`config.mk`:
```
export PLATFORM = sky130hd
export DESIGN_NAME = pcps_ram
export DESIGN_NICKNAME = d
export VERILOG_FILES = /design/src/pcps_ram.sv
export SDC_FILE = /design/constraint.sdc
export NUM_CORES = 1
export LEC_CHECK = 0
export BUFFER_PORTS_ARGS = -buffer_cell sky130_fd_sc_hd__clkbuf_2
export CORE_UTILIZATION = 54
export CTS_BUF_LIST = sky130_fd_sc_hd__clkbuf_8 sky130_fd_sc_hd__clkbuf_16
export CTS_CLUSTER_SIZE = 14
export DETAILED_ROUTE_END_ITERATION = 7
export GPL_ROUTABILITY_DRIVEN = 0
export PLACE_DENSITY = 0.74
export SYNTH_ARGS = -nofsm -noshare
export SYNTH_HDL_FRONTEND = slang
export SYNTH_SLANG_ARGS = --single-unit
export TNS_END_PERCENT = 5
```
`constraint.sdc`:
```
create_clock -name clk_i -period 1.6 [get_ports clk_i]
set_input_delay 0.16 -clock clk_i [delete_from_list [all_inputs] [get_ports clk_i]]
set_output_delay 0.16 -clock clk_i [all_outputs]
set_load 0.02 [all_outputs]
```
`src/pcps_ram.sv`:
```
`timescale 1ns / 1ps
module pcps_ram #(
  parameter int unsigned WIDTH = 8,
  parameter int unsigned DEPTH = 16,
  parameter int unsigned AW    = (DEPTH > 1) ? $clog2(DEPTH) : 1
) (
  input  logic             clk_i,
  input  logic             we_i,
  input  logic [AW-1:0]    waddr_i,
  input  logic [WIDTH-1:0] wdata_i,
  input  logic             re_i,
  input  logic [AW-1:0]    raddr_i,
  output logic [WIDTH-1:0] rdata_o
);

  logic [WIDTH-1:0] mem [DEPTH];
  logic [WIDTH-1:0] rdata_q;

  always_ff @(posedge clk_i) begin
    if (we_i) begin
      mem[waddr_i] <= wdata_i;
    end
    if (re_i) begin
      rdata_q <= mem[raddr_i];
    end
  end

  assign rdata_o = rdata_q;

endmodule

```
==> impl_metrics.py <==
metrics = {
    "pwr": {
        "seqPwrFrac_pct": 50.9,
        "finalPower_mw": 7.93,
        "power_switching_mw": 1.69,
        "ir_drop_mv": 0.833,
        "leakage_nw": 2.10,
        "comb_power_share_pct": 4.9,
        "internal_power_mw": 6.23,
        "power_density_nw_per_um2": 1280,
        "switching_share_pct": 21.3,
        "p_clk_share_pct": 44.2,
    },
    "worst_setup_path": {
        "path_buf_inv": 0,
        "startpoint": "mem[2][1]",
        "r2r-start": "mem[2][1]",
        "cp_slowest_cell": "mux4_1",
        "arrival_ns": 1.73,
        "crit_required_ns": 1.85,
        "worstPathMaxFanout": 1,
        "crit_type": "flip-flop to flip-flop",
        "cp-start-kind": "flip-flop",
        "worstSetupEndpointType": "flip-flop",
        "cp_top_family": "multiplexers",
        "crit_chain": "mux4_1, a22oi_1, nand2_1",
        "critPathMaxStageDelay_ns": 0.51,
    },
    "placed_design": {
        "dp_hpwl_mm": 6.14,
        "place.port_buffers": 26,
        "pre_cts_ws_ns": -0.197,
        "dp_cells": 396,
    },
    "synthesis": {
        "synth.most_common_cell": "edfxtp_1",
        "yosysWarnings": 0,
        "yosys.area.top_type_share_pct": 78.1,
        "synth-seq-cells": 136,
        "ys.flop_type": "edfxtp_1",
        "synth_commonest_cells": "edfxtp_1 (136), mux4_2 (18), a22oi_1 (16), mux4_1 (14), nor2_1 (13)",
        "synth.avg_cell_area_sq_um": 22.8,
        "synth-simple-area-share_pct": 3.14,
        "synthAdderAreaFrac_pct": 0,
        "synth_top_family_by_area": "multiplexers",
        "synth_area_sq_um": 5230,
        "synth_top_area_cell": "edfxtp_1",
        "synth_edf_count": 136,
        "synthXorXnorAreaFrac_pct": 0,
        "synth-async-reset-ratio_pct": 0,
        "synth.distinct_cells": 18,
        "synth_fp_nets": 248,
        "syn_inst": 229,
        "synthTopCellsByArea": "edfxtp_1 (78%), mux4_2 (7.8%), mux4_1 (7.0%)",
        "synth_compound_area_share_pct": 2.30,
        "synth_seq_area_share_pct": 78.1,
        "muxShareOfSynthArea_pct": 14.8,
    },
    "hold_path": {
        "min-delay-start": "re_i",
        "hp-class": "input pin to flip-flop",
    },
    "job": {
        "cap_violations": 0,
    },
    "cells_and_area": {
        "area_delta_synth_final_pct": 18.3,
        "insertedDiodeCount": 0,
        "fin_nets": 305,
        "drive_above_1_share_pct": 32.8,
        "instances_no_fill": 428,
    },
    "die": {
        "die-area_sq_um": 10100,
        "initial_core_util_pct": 56.0,
        "dieHeight_microns": 100,
        "core_sq_um": 9330,
        "ios": 27,
        "die_w_microns": 100,
        "fp-row-count": 35,
    },
    "sta": {
        "max_freq_mhz": 677,
        "worst_slack_ns": 0.123,
        "report.final.slew_viol_count": 0,
        "holdWs_ns": 0.0314,
        "hold_violations": 0,
        "setup_viol": 0,
        "period_share_pct": 92.3,
        "maxSlewHeadroom_pct": 72.1,
        "rsz0062_at_grt": "false",
        "worst_pin_slew_ns": 0.419,
        "finalWorstPathRequiredPeriod_ns": 1.48,
        "skew_ns": 0.0157,
    },
    "global_route": {
        "grt_max_degree": 22,
        "grt_pass1_vias": 2541,
        "antenna_found_initial": 0,
        "grtUsageTotal_pct": 20.9,
        "grt_pass1_wl_mm": 14.3,
        "overflow": 0,
    },
    "detailed_routing": {
        "drt_iter0_markers": 152,
        "finalWirelength_mm": 9.44,
        "antenna_left": 0,
        "vias_per_cell": 5.79,
        "first_pass_iters": 4,
        "vias": 2476,
        "drcViolationCount": 0,
        "wl_per_cell_microns": 22.1,
    },
    "clock_network": {
        "clkSlewWorstSetupHoldPaths_ns": 0.06,
        "h-tree-depth": 4,
        "post_cts_buffers": 0,
        "clk_latency_ns": 0.52,
        "cts_tree": "built",
        "clockBufferDepth": 2,
        "cts_inserted_buffers": 17,
        "root_buffer": "clkbuf_8",
        "cts_hold_buf": 0,
        "cts-resized-gates": 0,
        "cts_sinks": 136,
    },
    "run_status": {
        "outcome": "completed",
    },
}
-- final cells by class --
| cell class | count | area [sq um] |
|---|---|---|
| multi-input cells | 83 | 1060 |
| well taps | 129 | 161 |
| clock inverters | 15 | 129 |
| flip-flops and latches | 136 | 4080 |
| clock buffers | 17 | 414 |
| fillers | 594 | 3140 |
| repair buffers | 48 | 333 |
-- cell families (layout without fill, tap and decap cells) --
| family | count (synthesis) | count (layout) |
|---|---|---|
| mux | 32 | 32 |
| flops | 136 | 136 |
| compound gates | 16 | 16 |
| simple gates | 35 | 35 |
| buf+inv | 10 | 80 |
-- state kept, by name, summed over array words and instances (netlist names) --
signal and flops:
mem 128, rdata_o 8
-- routing by layer --
| metal | track usage [%] | up-vias | share of wire, % |
|---|---|---|---|
| met2 | 33.2 | 99 | 52 |
| met1 | 27.4 | 1273 | 40 |
| li1 | - | 1099 | - |
| met4 | 7.80 | 0 | 0.43 |
| met3 | 6.69 | 5 | 7.0 |
| met5 | 0 | - | 0 |
-- worst paths after layout --
kind           endpoint  slack, ns  cells past startpoint
max reg2reg  rdata_o[1]       0.12                      3
max          rdata_o[1]       0.12                      3
min reg2reg  rdata_o[2]       0.76                      3
min          rdata_o[4]       0.03                      1
-- power groups by stage --
| stage | registers, mW | clock network (mW) | logic [mW] |
|---|---|---|---|
| after CTS | 4.04 | 3.56 | 0.393 |
| after detailed placement | 4.11 | 0 | 0.389 |
| after floorplan | 4.13 | 0 | 0.203 |
| after global routing | 4.04 | 3.70 | 0.418 |
| final | 4.04 | 3.50 | 0.385 |
| after global placement | 4.11 | 0 | 0.381 |
-- placed cells by master (no fill, tap or decap), types with 3 or more instances in the layout --
cell type and n:
edfxtp_1 136, clkbuf_2 26, buf_4 19, mux4_2 18, a22oi_1 16, clkbuf_16 16
mux4_1 14, nor2_1 13, nand2_1 9, clkinvlp_4 5, nor3_1 3, inv_6 3
buf_12 3
-- worst register-to-register path, stage by stage (launching register included) --
cell	delay, ns
edfxtp_1	0.37
mux4_1	0.51
a22oi_1	0.24
nand2_1	0.09
-- stage by stage --
stage	instance area [sq um]	setup TNS [ns]	util [%]
4_1_cts	6180	0	66.3
3_5_place_dp	5640	-0.853	60.5
6_report	6180	0	66.3
5_1_grt	6180	0	66.3
2_1_floorplan	5230	0	-
3_3_place_gp	5640	-0.627	60.5
Power figures use the tool's default switching activity.
